[src/audio_pes_ts_packetizer_assert.svh]
// Assertion macros for the packetizer; compiled out when ASSERT_OFF is set.
`ifndef AUDIO_PES_TS_PACKETIZER_ASSERT_SVH
`define AUDIO_PES_TS_PACKETIZER_ASSERT_SVH
`ifndef ASSERT_OFF
`define APTS_ASSERT_NOW(lbl, ante, cons) \
  lbl: assert property (@(posedge clk) disable iff (rst) (ante) |-> (cons)) \
    else $error("assertion failed");
`define APTS_ASSERT_NEXT(lbl, ante, cons) \
  lbl: assert property (@(posedge clk) disable iff (rst) (ante) |=> (cons)) \
    else $error("assertion failed");
`else
`define APTS_ASSERT_NOW(lbl, ante, cons)
`define APTS_ASSERT_NEXT(lbl, ante, cons)
`endif
`endif

[src/apts_pkg.sv]
package apts_pkg;

  localparam int unsigned TS_SIZE = 188;

  localparam logic [2:0] CFG_CODEC_MODE  = 3'd0;
  localparam logic [2:0] CFG_PID         = 3'd1;
  localparam logic [2:0] CFG_AAC_PROFILE = 3'd2;
  localparam logic [2:0] CFG_SAMPLE_RATE = 3'd3;
  localparam logic [2:0] CFG_CHANNEL     = 3'd4;

  localparam logic MODE_AAC = 1'b0;

  typedef struct packed {
    logic latch_in;
    logic frame_init;
    logic set_err;
    logic pkt_start;
    logic hdr_emit;
    logic data_emit;
  } apts_cmd_t;

  typedef struct packed {
    logic frame_start;
    logic aac_mode;
    logic len_bad;
    logic len_zero;
    logic dropping;
    logic rem_zero;
    logic pos_zero;
    logic hdr_last;
    logic place_last;
    logic can_emit;
  } apts_status_t;

endpackage

[src/apts_ctrl.sv]
module apts_ctrl (
  input  logic                  clk,
  input  logic                  rst,
  input  logic                  in_valid,
  output logic                  in_ready,
  input  apts_pkg::apts_status_t st,
  output apts_pkg::apts_cmd_t    cmd
);
  import apts_pkg::*;

  typedef enum logic [5:0] {
    S_IDLE   = 6'b000001,
    S_DECIDE = 6'b000010,
    S_ERR    = 6'b000100,
    S_PLACE  = 6'b001000,
    S_HDR    = 6'b010000,
    S_DATA   = 6'b100000
  } state_t;

  state_t state, state_next;

  always_ff @(posedge clk) begin
    if (rst) begin
      state <= S_IDLE;
    end else begin
      state <= state_next;
    end
  end

  always_comb begin
    state_next = state;
    cmd        = '0;
    in_ready   = 1'b0;
    case (state)
      S_IDLE: begin
        in_ready = 1'b1;
        if (in_valid) begin
          cmd.latch_in = 1'b1;
          state_next   = S_DECIDE;
        end
      end
      S_DECIDE: begin
        if (st.frame_start) begin
          cmd.frame_init = 1'b1;
          if (st.aac_mode && st.len_bad) state_next = S_ERR;
          else if (!st.aac_mode && st.len_zero) state_next = S_IDLE;
          else state_next = S_PLACE;
        end else if (st.dropping || st.rem_zero) begin
          state_next = S_IDLE;
        end else begin
          state_next = S_PLACE;
        end
      end
      S_ERR: begin
        if (st.can_emit) begin
          cmd.set_err = 1'b1;
          state_next  = S_IDLE;
        end
      end
      S_PLACE: begin
        // open a new transport packet when the previous one is complete
        if (st.pos_zero) begin
          cmd.pkt_start = 1'b1;
          state_next    = S_HDR;
        end else begin
          state_next = S_DATA;
        end
      end
      S_HDR: begin
        if (st.can_emit) begin
          cmd.hdr_emit = 1'b1;
          if (st.hdr_last) state_next = S_DATA;
        end
      end
      S_DATA: begin
        if (st.can_emit) begin
          cmd.data_emit = 1'b1;
          state_next    = st.place_last ? S_IDLE : S_PLACE;
        end
      end
      default: state_next = S_IDLE;
    endcase
  end

endmodule

[src/apts_dp.sv]
module apts_dp (
  input  logic                  clk,
  input  logic                  rst,
  input  logic                  cfg_write,
  input  logic [2:0]            cfg_index,
  input  logic [12:0]           cfg_data,
  input  logic [7:0]            payload_byte,
  input  logic                  frame_start,
  input  logic [15:0]           frame_len,
  input  logic [32:0]           pts,
  output logic                  out_valid,
  input  logic                  out_ready,
  output logic [63:0]           packet_word,
  output logic [3:0]            byte_count,
  output logic                  packet_end,
  output logic                  frame_error,
  input  apts_pkg::apts_cmd_t    cmd,
  output apts_pkg::apts_status_t st
);
  import apts_pkg::*;

  // configuration
  logic        codec_mode;
  logic [12:0] pid;
  logic [1:0]  aac_profile;
  logic [3:0]  sample_rate_index;
  logic [2:0]  channel_config;

  // latched request
  logic [7:0]  byte_q;
  logic        fs_q;
  logic [15:0] len_q;
  logic [32:0] frame_pts;

  // packetizer state
  logic [3:0]  continuity_counter;
  logic [15:0] bytes_remaining;
  logic        first_pending;
  logic [7:0]  packet_position;
  logic [63:0] word_buffer;
  logic [3:0]  word_fill;
  logic        dropping;
  logic        adts_q;
  logic [2:0]  place_idx;

  // per-packet header fields
  logic [7:0]  hdr_idx;
  logic [7:0]  stuff;
  logic        first_q;
  logic [12:0] pid_q;
  logic [15:0] plen;

  logic [15:0] fl;
  logic [7:0]  adts_byte, place_byte, hdr_byte, emit_byte;
  logic [7:0]  room, stuff_new, pes_idx, stuff_idx, hdr_end;
  logic [15:0] pv1, pv2;
  logic [16:0] plen_wide;
  logic [63:0] word_ins;
  logic [3:0]  fill_inc;
  logic [7:0]  pos_inc;
  logic        emit_en;

  assign fl = len_q + 16'd7;

  always_comb begin
    case (place_idx)
      3'd0: adts_byte = 8'hFF;
      3'd1: adts_byte = 8'hF9;
      3'd2: adts_byte = {aac_profile, sample_rate_index, 1'b0, channel_config[2]};
      3'd3: adts_byte = {channel_config[1:0], 4'b0000, fl[12:11]};
      3'd4: adts_byte = fl[10:3];
      3'd5: adts_byte = {fl[2:0], 5'h1F};
      3'd6: adts_byte = 8'hFC;
      default: adts_byte = byte_q;
    endcase
    place_byte = adts_q ? adts_byte : byte_q;
  end

  always_comb begin
    room      = first_pending ? 8'd170 : 8'd184;
    stuff_new = (bytes_remaining >= {8'd0, room}) ? 8'd0 : room - bytes_remaining[7:0];
    plen_wide = {1'b0, bytes_remaining} + 17'd8;
  end

  always_comb begin
    stuff_idx = hdr_idx - 8'd4;
    pes_idx   = hdr_idx - 8'd4 - stuff;
    pv1       = {frame_pts[29:15], 1'b1};
    pv2       = {frame_pts[14:0], 1'b1};
    hdr_end   = stuff + 8'd3 + (first_q ? 8'd14 : 8'd0);
    if (hdr_idx < 8'd4) begin
      case (hdr_idx[1:0])
        2'd0: hdr_byte = 8'h47;
        2'd1: hdr_byte = {1'b0, first_q, 1'b0, pid_q[12:8]};
        2'd2: hdr_byte = pid_q[7:0];
        default: hdr_byte = {2'b00, (stuff != 8'd0), 1'b1, continuity_counter};
      endcase
    end else if (stuff_idx < stuff) begin
      if (stuff_idx == 8'd0) hdr_byte = stuff - 8'd1;
      else if (stuff_idx == 8'd1) hdr_byte = 8'h00;
      else hdr_byte = 8'hFF;
    end else begin
      case (pes_idx)
        8'd0:  hdr_byte = 8'h00;
        8'd1:  hdr_byte = 8'h00;
        8'd2:  hdr_byte = 8'h01;
        8'd3:  hdr_byte = 8'hC0;
        8'd4:  hdr_byte = plen[15:8];
        8'd5:  hdr_byte = plen[7:0];
        8'd6:  hdr_byte = 8'h80;
        8'd7:  hdr_byte = 8'h80;
        8'd8:  hdr_byte = 8'h05;
        8'd9:  hdr_byte = {4'h2, frame_pts[32:30], 1'b1};
        8'd10: hdr_byte = pv1[15:8];
        8'd11: hdr_byte = pv1[7:0];
        8'd12: hdr_byte = pv2[15:8];
        default: hdr_byte = pv2[7:0];
      endcase
    end
  end

  always_comb begin
    emit_en   = cmd.hdr_emit | cmd.data_emit;
    emit_byte = cmd.hdr_emit ? hdr_byte : place_byte;
    word_ins  = word_buffer;
    word_ins[{3'd7 - word_fill[2:0], 3'b000} +: 8] = emit_byte;
    fill_inc  = word_fill + 4'd1;
    pos_inc   = packet_position + 8'd1;
  end

  always_comb begin
    st.frame_start = fs_q;
    st.aac_mode    = (codec_mode == MODE_AAC);
    st.len_bad     = (len_q == 16'd0) || (len_q > 16'h1FFF);
    st.len_zero    = (len_q == 16'd0);
    st.dropping    = dropping;
    st.rem_zero    = (bytes_remaining == 16'd0);
    st.pos_zero    = (packet_position == 8'd0);
    st.hdr_last    = (hdr_idx == hdr_end);
    st.place_last  = adts_q ? (place_idx == 3'd7) : 1'b1;
    st.can_emit    = !out_valid || out_ready;
  end

  // payload and per-packet header registers
  always_ff @(posedge clk) begin
    if (cmd.latch_in) begin
      byte_q <= payload_byte;
      len_q  <= frame_len;
      if (frame_start) frame_pts <= pts;
    end
    if (cmd.pkt_start) begin
      stuff <= stuff_new;
      pid_q <= pid;
      plen  <= plen_wide[16] ? 16'd0 : plen_wide[15:0];
    end
  end

  always_ff @(posedge clk) begin
    if (rst) begin
      codec_mode         <= 1'b0;
      pid                <= 13'd256;
      aac_profile        <= 2'd1;
      sample_rate_index  <= 4'd4;
      channel_config     <= 3'd2;
      fs_q               <= 1'b0;
      continuity_counter <= '0;
      bytes_remaining    <= '0;
      first_pending      <= 1'b0;
      packet_position    <= '0;
      word_buffer        <= '0;
      word_fill          <= '0;
      dropping           <= 1'b0;
      adts_q             <= 1'b0;
      place_idx          <= '0;
      hdr_idx            <= '0;
      first_q            <= 1'b0;
      out_valid          <= 1'b0;
      packet_word        <= '0;
      byte_count         <= '0;
      packet_end         <= 1'b0;
      frame_error        <= 1'b0;
    end else begin
      if (cfg_write) begin
        case (cfg_index)
          CFG_CODEC_MODE:  codec_mode        <= cfg_data[0];
          CFG_PID:         pid               <= cfg_data;
          CFG_AAC_PROFILE: aac_profile       <= cfg_data[1:0];
          CFG_SAMPLE_RATE: sample_rate_index <= cfg_data[3:0];
          CFG_CHANNEL:     channel_config    <= cfg_data[2:0];
          default: ;
        endcase
      end

      if (out_ready) out_valid <= 1'b0;

      if (cmd.latch_in) begin
        fs_q      <= frame_start;
        adts_q    <= 1'b0;
        place_idx <= '0;
      end

      if (cmd.frame_init) begin
        packet_position <= '0;
        word_buffer     <= '0;
        word_fill       <= '0;
        bytes_remaining <= '0;
        first_pending   <= 1'b0;
        dropping        <= 1'b0;
        if (codec_mode == MODE_AAC) begin
          if (st.len_bad) begin
            dropping <= 1'b1;
          end else begin
            bytes_remaining <= fl;
            first_pending   <= 1'b1;
            adts_q          <= 1'b1;
          end
        end else if (len_q != 16'd0) begin
          bytes_remaining <= len_q;
          first_pending   <= 1'b1;
        end
      end

      if (cmd.set_err) begin
        out_valid   <= 1'b1;
        packet_word <= '0;
        byte_count  <= '0;
        packet_end  <= 1'b0;
        frame_error <= 1'b1;
      end

      if (cmd.pkt_start) begin
        continuity_counter <= continuity_counter + 4'd1;
        first_q            <= first_pending;
        first_pending      <= 1'b0;
        hdr_idx            <= '0;
      end

      if (cmd.hdr_emit) hdr_idx <= hdr_idx + 8'd1;

      if (cmd.data_emit) begin
        bytes_remaining <= bytes_remaining - 16'd1;
        place_idx       <= place_idx + 3'd1;
      end

      if (emit_en) begin
        if (pos_inc == 8'(TS_SIZE) || fill_inc == 4'd8) begin
          out_valid   <= 1'b1;
          packet_word <= word_ins;
          byte_count  <= fill_inc;
          packet_end  <= (pos_inc == 8'(TS_SIZE));
          frame_error <= 1'b0;
          word_buffer <= '0;
          word_fill   <= '0;
        end else begin
          word_buffer <= word_ins;
          word_fill   <= fill_inc;
        end
        packet_position <= (pos_inc == 8'(TS_SIZE)) ? 8'd0 : pos_inc;
      end
    end
  end

endmodule

[src/audio_pes_ts_packetizer.sv]
// Audio PES / MPEG-2 transport stream packetizer. One request is one payload
// byte; the first byte of a frame (frame_start) also carries frame_len and
// a 33-bit PTS. Each frame is wrapped in a PES packet (stream 0xC0, PTS only)
// and cut into 188-byte transport packets that leave as words of up to eight
// bytes, first byte in bits 63..56; packet_end marks the last word of a
// packet. In AAC mode (codec_mode 0) a 7-byte ADTS header is placed ahead of
// the payload, and a length of 0 or above 8191 gives one word with
// frame_error set, after which the frame's bytes are dropped. Configuration
// writes are taken any time but must only be issued while the block is idle.
// Timing: one request at a time. A request passes an accept state and a decode
// state, then two steps per placed byte (one to step the controller, one in the
// byte-wide emit path); an ignored byte ends after the decode. A byte that opens
// a packet first walks its header, 4 to 187 bytes, at one header byte per cycle
// while the output can take a byte. Output back-pressure stalls the emit path
// while the output register is full.
module audio_pes_ts_packetizer (
  input  logic        clk,
  input  logic        rst,
  input  logic        cfg_write,
  input  logic [2:0]  cfg_index,
  input  logic [12:0] cfg_data,
  input  logic        in_valid,
  output logic        in_ready,
  input  logic [7:0]  payload_byte,
  input  logic        frame_start,
  input  logic [15:0] frame_len,
  input  logic [32:0] pts,
  output logic        out_valid,
  input  logic        out_ready,
  output logic [63:0] packet_word,
  output logic [3:0]  byte_count,
  output logic        packet_end,
  output logic        frame_error
);
  import apts_pkg::*;

  apts_cmd_t    cmd;
  apts_status_t st;

  // sequencer: decode request, walk packet header, place bytes
  apts_ctrl u_ctrl (
    .clk      (clk),
    .rst      (rst),
    .in_valid (in_valid),
    .in_ready (in_ready),
    .st       (st),
    .cmd      (cmd)
  );

  // byte generation, word assembly and output register
  apts_dp u_dp (
    .clk          (clk),
    .rst          (rst),
    .cfg_write    (cfg_write),
    .cfg_index    (cfg_index),
    .cfg_data     (cfg_data),
    .payload_byte (payload_byte),
    .frame_start  (frame_start),
    .frame_len    (frame_len),
    .pts          (pts),
    .out_valid    (out_valid),
    .out_ready    (out_ready),
    .packet_word  (packet_word),
    .byte_count   (byte_count),
    .packet_end   (packet_end),
    .frame_error  (frame_error),
    .cmd          (cmd),
    .st           (st)
  );

`include "audio_pes_ts_packetizer_assert.svh"

  // one request in flight: ready drops right after an accept
  `APTS_ASSERT_NEXT(a_one_request, in_valid && in_ready, !in_ready)
  // an error word carries no bytes
  `APTS_ASSERT_NOW(a_err_empty, out_valid && frame_error, byte_count == 4'd0 && !packet_end)
  // words inside a packet are always full
  `APTS_ASSERT_NOW(a_full_word, out_valid && !packet_end && !frame_error, byte_count == 4'd8)

endmodule

[config.mk]
export PLATFORM = sky130hd
export DESIGN_NAME = audio_pes_ts_packetizer
export DESIGN_NICKNAME = d
export VERILOG_FILES = /design/src/apts_pkg.sv /design/src/apts_ctrl.sv /design/src/apts_dp.sv /design/src/audio_pes_ts_packetizer.sv
export VERILOG_INCLUDE_DIRS = /design/src /design/src/src
export SDC_FILE = /design/constraint.sdc
export NUM_CORES = 1
export LEC_CHECK = 0
export ABC_AREA = 0
export ABC_CLOCK_PERIOD_IN_PS = 3210
export BUFFER_PORTS_ARGS = -buffer_cell sky130_fd_sc_hd__buf_4
export CAP_MARGIN = 20
export CORE_MARGIN = 4
export CORE_UTILIZATION = 30
export CTS_CLUSTER_DIAMETER = 100
export CTS_CLUSTER_SIZE = 12
export DETAILED_ROUTE_END_ITERATION = 10
export GPL_TIMING_DRIVEN = 0
export HOLD_SLACK_MARGIN = 0.05
export PLACE_DENSITY = 0.49
export SETUP_SLACK_MARGIN = 0.5
export SYNTH_ARGS = -nofsm -noshare
export SYNTH_HDL_FRONTEND = slang
export SYNTH_HIERARCHICAL = 1
export SYNTH_SLANG_ARGS = --single-unit
export TNS_END_PERCENT = 1
[constraint.sdc]
create_clock -name clk -period 3.21 [get_ports clk]
set_clock_uncertainty 0.05 [all_clocks]
set_input_delay 0.642 -clock clk [delete_from_list [all_inputs] [get_ports clk]]
set_output_delay 0.642 -clock clk [all_outputs]
set_load 0.005 [all_outputs]
=== Word-level counts from Yosys, hierarchy flattened ===
Cells that the tools add are included.
Widths: inputs -> output; s select.

* Word-level logic and storage cells: 203
* Flip-flop bits (word level): 306

* Eq/ne operators: 40
* Shift-type cells: 2
* Reductions and logical operators: 31
* Bitwise gates (word level): 2
* Magnitude comparators: 4
* Mux-type cells: 79
* $add $sub $neg: 16

{| class="wikitable"
|+ Operator list
! operator !! count
|-
| $mux 64 || 6
|-
| $mux 8 || 11
|-
| $pmux 8 s11 || 1
|-
| $mux 16 || 5
|-
| $bwmux 64 || 1
|-
| $shift 8x8->64 const A || 1
|-
| $shiftx 8x8->64 || 1
|-
| $pmux 8 s7 || 1
|-
| $mux 6 || 8
|-
| $eq 8x4->1 const B || 5
|-
| $mux 4 || 10
|-
| $pmux 6 s6 || 1
|-
| $eq 8x3->1 const B || 4
|-
| $logic_not 16->1 || 2
|-
| $mux 1 || 31
|-
| $logic_not 8->1 || 3
|-
| $pmux 8 s3 || 1
|-
| $add 16x4->17 const B || 1
|-
| $add 16x3->16 const B || 1
|-
| $add 8x1->8 const B || 2
|-
| $eq 8x1->1 const B || 2
|-
| $eq 8x2->1 const B || 2
|-
| $ge 16x8->1 || 1
|-
| $gt 16x13->1 const B || 1
|-
| 42 further kinds || 72
|}

=== Longest topological paths before layout ===
Gate-level depths: netlist of run 1.

* Depth after elaboration: 12
* Mapped depth: 15
* Mapped depth without buffers: 15

=== Modules after synthesis ===
Netlist of run 1, hierarchy kept.

{| class="wikitable"
|+ By module, submodules not included
! module !! area an instance (um^2) !! cells each !! instances
|-
| apts_dp || 14780.4 || 1611 || 1
|-
| apts_ctrl || 476.7 || 60 || 1
|}

=== Worst setup path after synthesis of run 1 ===
OpenSTA, ideal clock, no wires.

* Kind: reg-to-reg
* Start: reg u_ctrl.state[4]
* End: reg u_dp.frame_pts[0], enable pin
* Cell stages (with the launch flop): 6
* Slack: -0.217 ns
* Setup time: 0.394 ns
* Arrival: 2.983 ns
* Period minus slack after synthesis: 3.427 ns
* Path buffers: 1
* Cells stage by stage: dfxtp_1 -> buf_6 -> nor2_1 -> nand3_1 -> nor2_1 -> and2_1

{| class="wikitable"
|+ RTL lines
! element !! line !! RTL
|-
| start, declared || apts_ctrl.sv:20 || <nowiki>state_t state, state_next;</nowiki>
|-
| start signal, assigned || apts_ctrl.sv:26 || <nowiki>state <= state_next;</nowiki>
|-
| end signal, assigned || apts_dp.sv:149 || <nowiki>if (frame_start) frame_pts <= pts;</nowiki>
|-
| end, declared || apts_dp.sv:33 || <nowiki>logic [32:0] frame_pts;</nowiki>
|}

=== Final worst setup path of run 1 ===
* Start: reg u_dp.stuff[0]
* End: reg u_dp.packet_word[61]

* Word-level cells in the longest chain between the ends: 11
* Elaborated cells on any way between the ends: 29
* Those cells by class: add/sub (2); order compare (1); eq/ne (12); shift (1); mux (9); reduce/logical (4)

{| class="wikitable"
|+ Ends and longest elaborated chain
! element !! line !! RTL
|-
| start, declared || apts_dp.sv:48 || <nowiki>logic [7:0] stuff;</nowiki>
|-
| start signal, assigned || apts_dp.sv:152 || <nowiki>stuff <= stuff_new;</nowiki>
|-
| $sub 8x8->8 || apts_dp.sv:87 || <nowiki>pes_idx = hdr_idx - 8'd4 - stuff;</nowiki>
|-
| $eq 8x3->1 (tied with other cells) || apts_dp.sv:103 || <nowiki>case (pes_idx)</nowiki>
|-
| $reduce_or 2->1 (no source line) || - ||
|-
| $pmux 8 s11 || apts_dp.sv:103 ||
|-
| $mux 8 || apts_dp.sv:98 || <nowiki>end else if (stuff_idx < stuff) begin</nowiki>
|-
| $mux 8 (*) || apts_dp.sv:91 || <nowiki>if (hdr_idx < 8'd4) begin</nowiki>
|-
| $mux 8 (*) || apts_dp.sv:124 || <nowiki>emit_byte = cmd.hdr_emit ? hdr_byte : place_byte;</nowiki>
|-
| $shiftx 8x8->64 (*) || apts_dp.sv:126 || <nowiki>word_ins[{3'd7 - word_fill[2:0], 3'b000} +: 8] = emit_byte;</nowiki>
|-
| $bwmux 64 (*) || apts_dp.sv:126 ||
|-
| $mux 64 (*) || apts_dp.sv:246 || <nowiki>if (pos_inc == 8'(TS_SIZE) || fill_inc == 4'd8) begin</nowiki>
|-
| $mux 64 (*) || apts_dp.sv:245 || <nowiki>if (emit_en) begin</nowiki>
|-
| end signal, assigned || apts_dp.sv:248 || <nowiki>packet_word <= word_ins;</nowiki>
|-
| end, declared || apts_dp.sv:13 || <nowiki>output logic [63:0] packet_word,</nowiki>
|}

Mark *: on every way between the ends. The rest lies on a longest branch, timed or not.
A chain may end at the register's enable or synchronous reset.

==> metrics.md, run 1 <==
| Metric | Value |
|---|---|
| MaxCap Viol Count | `0` |
| CP Buf/Inv Count | `2` |
| IO Count | `151` |
| Delay-heaviest family, CP | `compound AO/OA/AOI/OAI gates` |
| Clk pin slew, worst setup/hold paths | `0.07 ns` |
| CTS tree | `yes` |
| Synth top cells by count | `dfxtp_1 (212), nand2_1 (160), o21ai_0 (150)` |
| Worst vdd ir | `0.000364 V` |
| Final Instance Area | `20,100 um^2` |
| First-pass GRT wire length | `82,400 um` |
| Antenna diodes | `0` |
| CP required | `3.65 ns` |
| Initial DRT Pass Iterations | `8` |
| Initial antenna violation count | `1` |
| Drt via density | `5.43` |
| Pins Over Slew Limit | `0` |
| PwrDens | `399 nW/um^2` |
| Switch Pwr | `2.01 mW` |
| Critical path arrival | `3.64 ns` |
| EDFF count, synth | `94` |
| Sw Ratio | `25.0%` |
| CP most frequent cell | `o211ai_1` |
| CP endpoint kind | `register` |
| DP Worst Slack | `-1.13 ns` |
| Top post-synthesis cells by area | `dfxtp_1 (28%), edfxtp_1 (19%), o21ai_0 (4.9%)` |
| Synth warn | `6` |
| Logic pwr share | `8.8%` |
| Total GRT Usage | `19.3%` |
| Port Buffers | `150` |
| DR vias | `14,162` |
| Least-Margin Pin Slew | `1.13 ns` |
| Clk_lat worst skew | `0.59 ns` |
| Critical Path Max Stage Delay | `0.50 ns` |
| Sequential share of the synthesized area | `46.3%` |
| Worst Hold Class | `in2reg` |
| DRT iter0 DRCs | `1,088` |
| RSZ-0062 raised after global routing | `yes` |
| Slowest-stage cell, CP | `fa_2` |
| Syn Area/Cell | `9.13 um^2` |
| Antenna-violating nets left | `0` |
| Top-area cell type share of the netlist area | `27.8%` |
| Crit-path cells | `ha_4 -> fa_2 -> nor2b_2 -> o211ai_1 -> a32oi_4 -> o211ai_1 -> a221oi_2 -> buf_4 -> nor2_4 -> buf_6 -> o41ai_2` |
| Core Rows | `82` |
| Core ar. | `50,200 um^2` |
| Slew headroom | `23.8%` |
| Final setup vio count | `0` |
| Die Span Y | `234 um` |
| Critical Setup Path Class | `reg2reg` |
| CTS H-tree lvls | `1` |
| Pin count of the biggest net entering global routing | `39` |
| Die width | `234 um` |
| Root Driver | `clkbuf_16` |
| Global route overflow | `0` |
| Cells after synthesis | `1,671` |
| Initial Util | `30.4%` |
| Final period util | `99.6%` |
| DRC Markers | `0` |
| Clock Sinks | `306` |
| Die area | `54,500 um^2` |
| Clock Power Share | `39.6%` |
| GP Congestion | `0.916` |
| Routed length per instance | `20.8 um` |
| CP Launch Type | `register` |
| Nets | `2,049` |
| Clock Path Buffers | `3` |
| Maximum fanout along the worst path | `7` |
| Fin crit period | `3.20 ns` |
| Synthesized area | `15,300 um^2` |
| Top-count cell post-synth | `dfxtp_1` |
| Hpwl dp | `39,500 um` |
| Final Routed Wirelength | `54,200 um` |
| Share of post-route cells with drive strength above 1 | `26.4%` |
| Via count of the first global-routing pass | `13,745` |
| Distinct cells, synth | `87` |
| Int Pwr | `6.02 mW` |
| Total CTS buffers | `29` |
| Dominant cell type by area after synthesis | `dfxtp_1` |
| P_leak | `7.40 nW` |
| #FFs+latches synth | `306` |
| Area Overhead vs Synth | `32.0%` |
| Async S/R FF share, synth | `0%` |
| Ys flop type | `dfxtp_1` |
| Register share of total power | `51.7%` |
| Fmax | `313 MHz` |
| Final setup margin | `0.0120 ns` |
| Post-synthesis net count | `1,797` |
| Final Hold Fails | `0` |
| Dpl cell area | `17,400 um^2` |
| Status | `finished, final reports clean` |
==> metal layers <==
layer  wire (um)  vias up  track usage (%)
met5           0        -                0
met4        1390        0             5.42
met3        3350       77             3.21
met2       23900      456             29.9
met1       25600     6891             27.7
li1            -     6738                -
==> sequential cells by signal (all words and copies together) (netlist names), 2 cells and up <==
| name | flops |
|---|---|
| u_dp/word_buffer | 64 |
| u_dp/aac_profile | 2 |
| u_dp/packet_position | 8 |
| u_dp/plen | 16 |
| u_dp/bytes_remaining | 16 |
| u_dp/byte_count | 4 |
| u_dp/pid | 13 |
| u_dp/stuff | 8 |
| u_dp/packet_word | 64 |
| u_dp/word_fill | 4 |
| u_dp/channel_config | 3 |
| u_dp/frame_pts | 33 |
| u_dp/sample_rate_index | 4 |
| u_dp/place_idx | 3 |
| u_dp/hdr_idx | 8 |
| u_dp/len_q | 16 |
| u_ctrl/state | 6 |
| u_dp/byte_q | 8 |
| u_dp/pid_q | 13 |
| u_dp/continuity_counter | 4 |
==> power by group through the flow <==
stage	Combinational (mW)	Clock, mW	Sequential (mW)
after floorplan	0.320	0	4.20
after global placement	0.579	0	4.23
after detailed placement	0.593	0	4.23
after CTS	0.678	3.29	4.14
after global routing	0.753	3.44	4.16
final	0.703	3.18	4.15
==> placed cells by master, fill, tap and decap left out, types with 25 or more instances in the layout <==
cell type	instances
nor2_1	134
clkbuf_16	30
edfxtp_1	94
nor2b_1	25
nand3_1	51
a21oi_1	96
ha_1	31
clkbuf_1	53
inv_1	41
nand2_1	155
buf_4	205
a32oi_1	59
nor3_1	32
o21ai_0	118
dfxtp_1	202
==> path summary, 6_finish.rpt <==
kind            startpoint              endpoint  slack, ns  cells past startpoint
max reg2reg  u_dp/stuff[0]  u_dp/packet_word[61]       0.01                     11
max          u_dp/stuff[0]  u_dp/packet_word[61]       0.01                     11
min reg2reg    u_dp/pid[0]         u_dp/pid_q[0]       0.38                      0
min                 pts[5]     u_dp/frame_pts[5]       0.17                      1
==> cells by family (layout without fill, tap and decap cells) <==
family / after synthesis / in the layout / share of synthesized area [%]
AO/OA/AOI/OAI: 521 / 521 / 22.9
buffers and inverters: 158 / 423 / 4.33
flip-flops: 306 / 306 / 46.3
AND/OR/NAND/NOR: 565 / 565 / 17.9
adder cells (fa/ha/maj): 47 / 47 / 4.00
multiplexers: 28 / 28 / 1.88
XOR/XNOR: 46 / 46 / 2.64
==> worst reg2reg max path: stages, from the launching register on <==
cell and delay, ns:
edfxtp_1 0.43, ha_4 0.20, fa_2 0.50, nor2b_2 0.19, o211ai_1 0.17, a32oi_4 0.46, o211ai_1 0.28, a221oi_2 0.22
buf_4 0.19, nor2_4 0.09, buf_6 0.16, o41ai_2 0.19
==> metrics by stage <==
step / util [%] / power (mW) / cells / setup TNS [ns] / hold slack, ns
3_3_place_gp: 34.6 / 4.81 / 2493 / -141.02 / 0.369
3_5_place_dp: 34.7 / 4.82 / 2496 / -111.15 / 0.371
2_1_floorplan: - / 4.52 / 1671 / 0 / 0.358
5_1_grt: 40.1 / 8.35 / 2608 / -2.20 / 0.150
6_report: 40.1 / 8.03 / 2608 / 0 / 0.175
4_1_cts: 39.5 / 8.12 / 2596 / -0.104 / 0.141
==> area by class of cell <==
| cell class | instances | area (um^2) |
|---|---|---|
| sequential | 306 | 7090 |
| clock buffer | 42 | 786 |
| timing repair buffer | 221 | 1760 |
| tap | 672 | 841 |
| fill | 4948 | 30000 |
| clock inverter | 2 | 25.0 |
| inverter | 54 | 218 |
| buffer | 104 | 673 |
| multi-input combinational | 1207 | 8750 |
==> timing repair <==
action / 4_1_cts / 5_1_grt
hold buffers: 0 / 0
cloned: 2 / 0
pin swaps: 79 / 36
setup endpoints to repair: 205 / 237
buffers inserted: 54 / 9
resized for setup: 267 / 79
(Power assumes the default switching activity.)
==> run 2: changes to the inputs <==
--- a/config.mk
+++ b/config.mk
@@ -11,13 +11,13 @@
 export BUFFER_PORTS_ARGS = -buffer_cell sky130_fd_sc_hd__buf_4
 export CAP_MARGIN = 20
 export CORE_MARGIN = 4
-export CORE_UTILIZATION = 30
+export CORE_UTILIZATION = 54
 export CTS_CLUSTER_DIAMETER = 100
 export CTS_CLUSTER_SIZE = 12
 export DETAILED_ROUTE_END_ITERATION = 10
 export GPL_TIMING_DRIVEN = 0
 export HOLD_SLACK_MARGIN = 0.05
-export PLACE_DENSITY = 0.49
+export PLACE_DENSITY = 0.78
 export SETUP_SLACK_MARGIN = 0.5
 export SYNTH_ARGS = -nofsm -noshare
 export SYNTH_HDL_FRONTEND = slang
==> metrics.md, run 2 (synthesis results as in run 1) <==
| Metric | Value |
|---|---|
| Initial Util | `54.8% (+24 points)` |
| CP Launch Type | `register` |
| Via count of the first global-routing pass | `13,518 (-1.7%)` |
| Total CTS buffers | `29 (unchanged)` |
| Top Registers | `u_dp/packet_word x64, u_dp/word_buffer x64, u_dp/frame_pts x33` |
| Nets | `2,014 (-1.7%)` |
| Fill cell count | `2,181 (-56%)` |
| Final Routed Wirelength | `48,400 um (-11%)` |
| CP required | `3.60 ns (-0.05 ns)` |
| Antenna-violating nets left | `0 (unchanged)` |
| Critical Setup Path Class | `reg2reg` |
| Routed length per instance | `21.2 um (+2.1%)` |
| CP endpoint kind | `register` |
| DRT iter0 DRCs | `1,680 (+54%)` |
| Power, Total | `7.85 mW (-2.2%)` |
| Setup tns final | `-0.219 ns (-0.219 ns)` |
| IO Count | `151 (unchanged)` |
| Antenna diodes | `0 (unchanged)` |
| Fin util | `68.6% (+28 points)` |
| Flip-flop and latch area | `7090 um^2 (about the same)` |
| Share of post-route cells with drive strength above 1 | `22.3% (-4.1 points)` |
| Final Instance Area | `19,100 um^2 (-5.1%)` |
| Clk_lat worst skew | `0.56 ns (-0.03 ns)` |
| Violated checks | `negative setup slack` |
| Hpwl dp | `33,900 um (-14%)` |
| Core Rows | `61 (-26%)` |
| Slew headroom | `30.7% (+6.9 points)` |
| Initial DRT Pass Iterations | `6 (-2)` |
| Drt via density | `6.39 (+18%)` |
| Clock Path Buffers | `3 (unchanged)` |
| Critical path arrival | `3.63 ns (about the same)` |
| Pin count of the biggest net entering global routing | `39 (unchanged)` |
| Core ar. | `27,900 um^2 (-44%)` |
| Die Span Y | `176 um (-25%)` |
| Worst vdd ir | `0.000371 V (+1.9%)` |
| Final period util | `101% (+1.3 points)` |
| Multi-input logic area | `8520 um^2 (-2.6%)` |
| Least-Margin Pin Slew | `1.03 ns (-0.0993 ns)` |
| Port Buffers | `150 (unchanged)` |
| Root Driver | `clkbuf_16` |
| Worst hold slack | `0.206 ns (+0.0315 ns)` |
| Dpl cell area | `17,000 um^2 (-2.2%)` |
| DRC Markers | `0 (unchanged)` |
| RSZ-0062 raised after global routing | `yes` |
| Die area | `31,000 um^2 (-43%)` |
| Fmax | `309 MHz (-1.2%)` |
| Commonest cells after routing, fill and taps aside | `dfxtp_1 (205), buf_4 (177), nand2_1 (158)` |
| First-pass GRT wire length | `73,800 um (-10%)` |
| Clk pin slew, worst setup/hold paths | `0.07 ns (about the same)` |
| Commonest non-fill, non-tap cell in the layout | `dfxtp_1` |
| Final Hold Fails | `0 (unchanged)` |
| Pins Over Slew Limit | `0 (unchanged)` |
| PwrDens | `411 nW/um^2 (+3.0%)` |
| GP Congestion | `0.943 (+3.0%)` |
| Die width | `176 um (-25%)` |
| Fin crit period | `3.24 ns (+0.0403 ns)` |
| Worst Hold Class | `in2reg` |
| Final setup vio count | `11 (+11)` |
| Total GRT Usage | `29.3% (+10 points)` |
| MaxCap Viol Count | `0 (unchanged)` |
| Initial antenna violation count | `0 (-1)` |
| Maximum fanout along the worst path | `9 (+2)` |
| Global route overflow | `0 (unchanged)` |
| CTS H-tree lvls | `1 (unchanged)` |
| Final setup margin | `-0.0283 ns (-0.0403 ns)` |
| Clock Sinks | `306 (unchanged)` |
| DR vias | `14,559 (+2.8%)` |
| P_leak | `7.07 nW (-4.4%)` |
| Status | `finished, violations left` |
| Non-filler cells, final | `2,279 (-13%)` |
| Area Overhead vs Synth | `25.3%` |
| Placed Instances | `2,203 (-12%)` |
| DP Worst Slack | `-0.916 ns (+0.210 ns)` |
| CTS tree | `yes` |
run 2: area by class of cell:
cell class | instances | area share (%)
Clock buffer | 42 | 4.05
Timing Repair Buffer | 185 | 7.46
Buffer | 104 | 3.19
Clock inverter | 2 | 0.0916
Tap cell | 378 | 2.47
Sequential cell | 306 | 37.1
Inverter | 54 | 1.11
Multi-Input combinational cell | 1208 | 44.6
run 2: report_power, final:
| group | leakage [nW] | internal, mW | total, mW | switching [mW] |
|---|---|---|---|---|
| sequential | 2.61 | 4.08 | 4.14 | 0.0637 |
| clock | 0.381 | 1.65 | 3.06 | 1.41 |
| combinational | 4.08 | 0.245 | 0.649 | 0.405 |
run 2: per-layer routing:
metal	wire length [um]	track usage (%)	share of wire, %	up-vias
li1	-	-	-	6661
met1	20000	41.5	41	6948
met2	22200	46.7	46	831
met3	4400	3.98	9.1	119
met4	1810	10.1	3.7	0
met5	0	0	0	-
run 2: what timing repair did:
| item | 4_1_cts | 5_1_grt |
|---|---|---|
| setup endpoints to repair | 199 | 167 |
| gates cloned | 2 | 0 |
| hold buffers | 0 | 0 |
| pin swaps | 51 | 43 |
| buffers inserted | 25 | 2 |
| hold endpoints to repair | 0 | 0 |
| resized for setup | 191 | 86 |
run 2: worst paths after layout:
check | from | endpoint | slack [ns] | cells past startpoint
worst min register to register | u_dp/pid[5] | u_dp/pid_q[5] | 0.38 | 0
worst max register to register | u_dp/hdr_idx[2] | u_dp/packet_word[51] | -0.03 | 14
worst max-delay path | u_dp/hdr_idx[2] | u_dp/packet_word[51] | -0.03 | 14
worst min-delay path | pts[28] | u_dp/frame_pts[28] | 0.21 | 1
run 2: worst max-delay path, cell delays in order (launching register included):
cell     delay, ns
dfxtp_4       0.36
buf_4         0.17
o31ai_4       0.26
nand2_1       0.18
ha_4          0.28
o21a_4        0.21
o21ai_4       0.22
a32oi_4       0.14
buf_6         0.20
or3_1         0.37
o41a_1        0.16
buf_6         0.17
a21oi_4       0.14
buf_12        0.14
o21ai_1       0.07
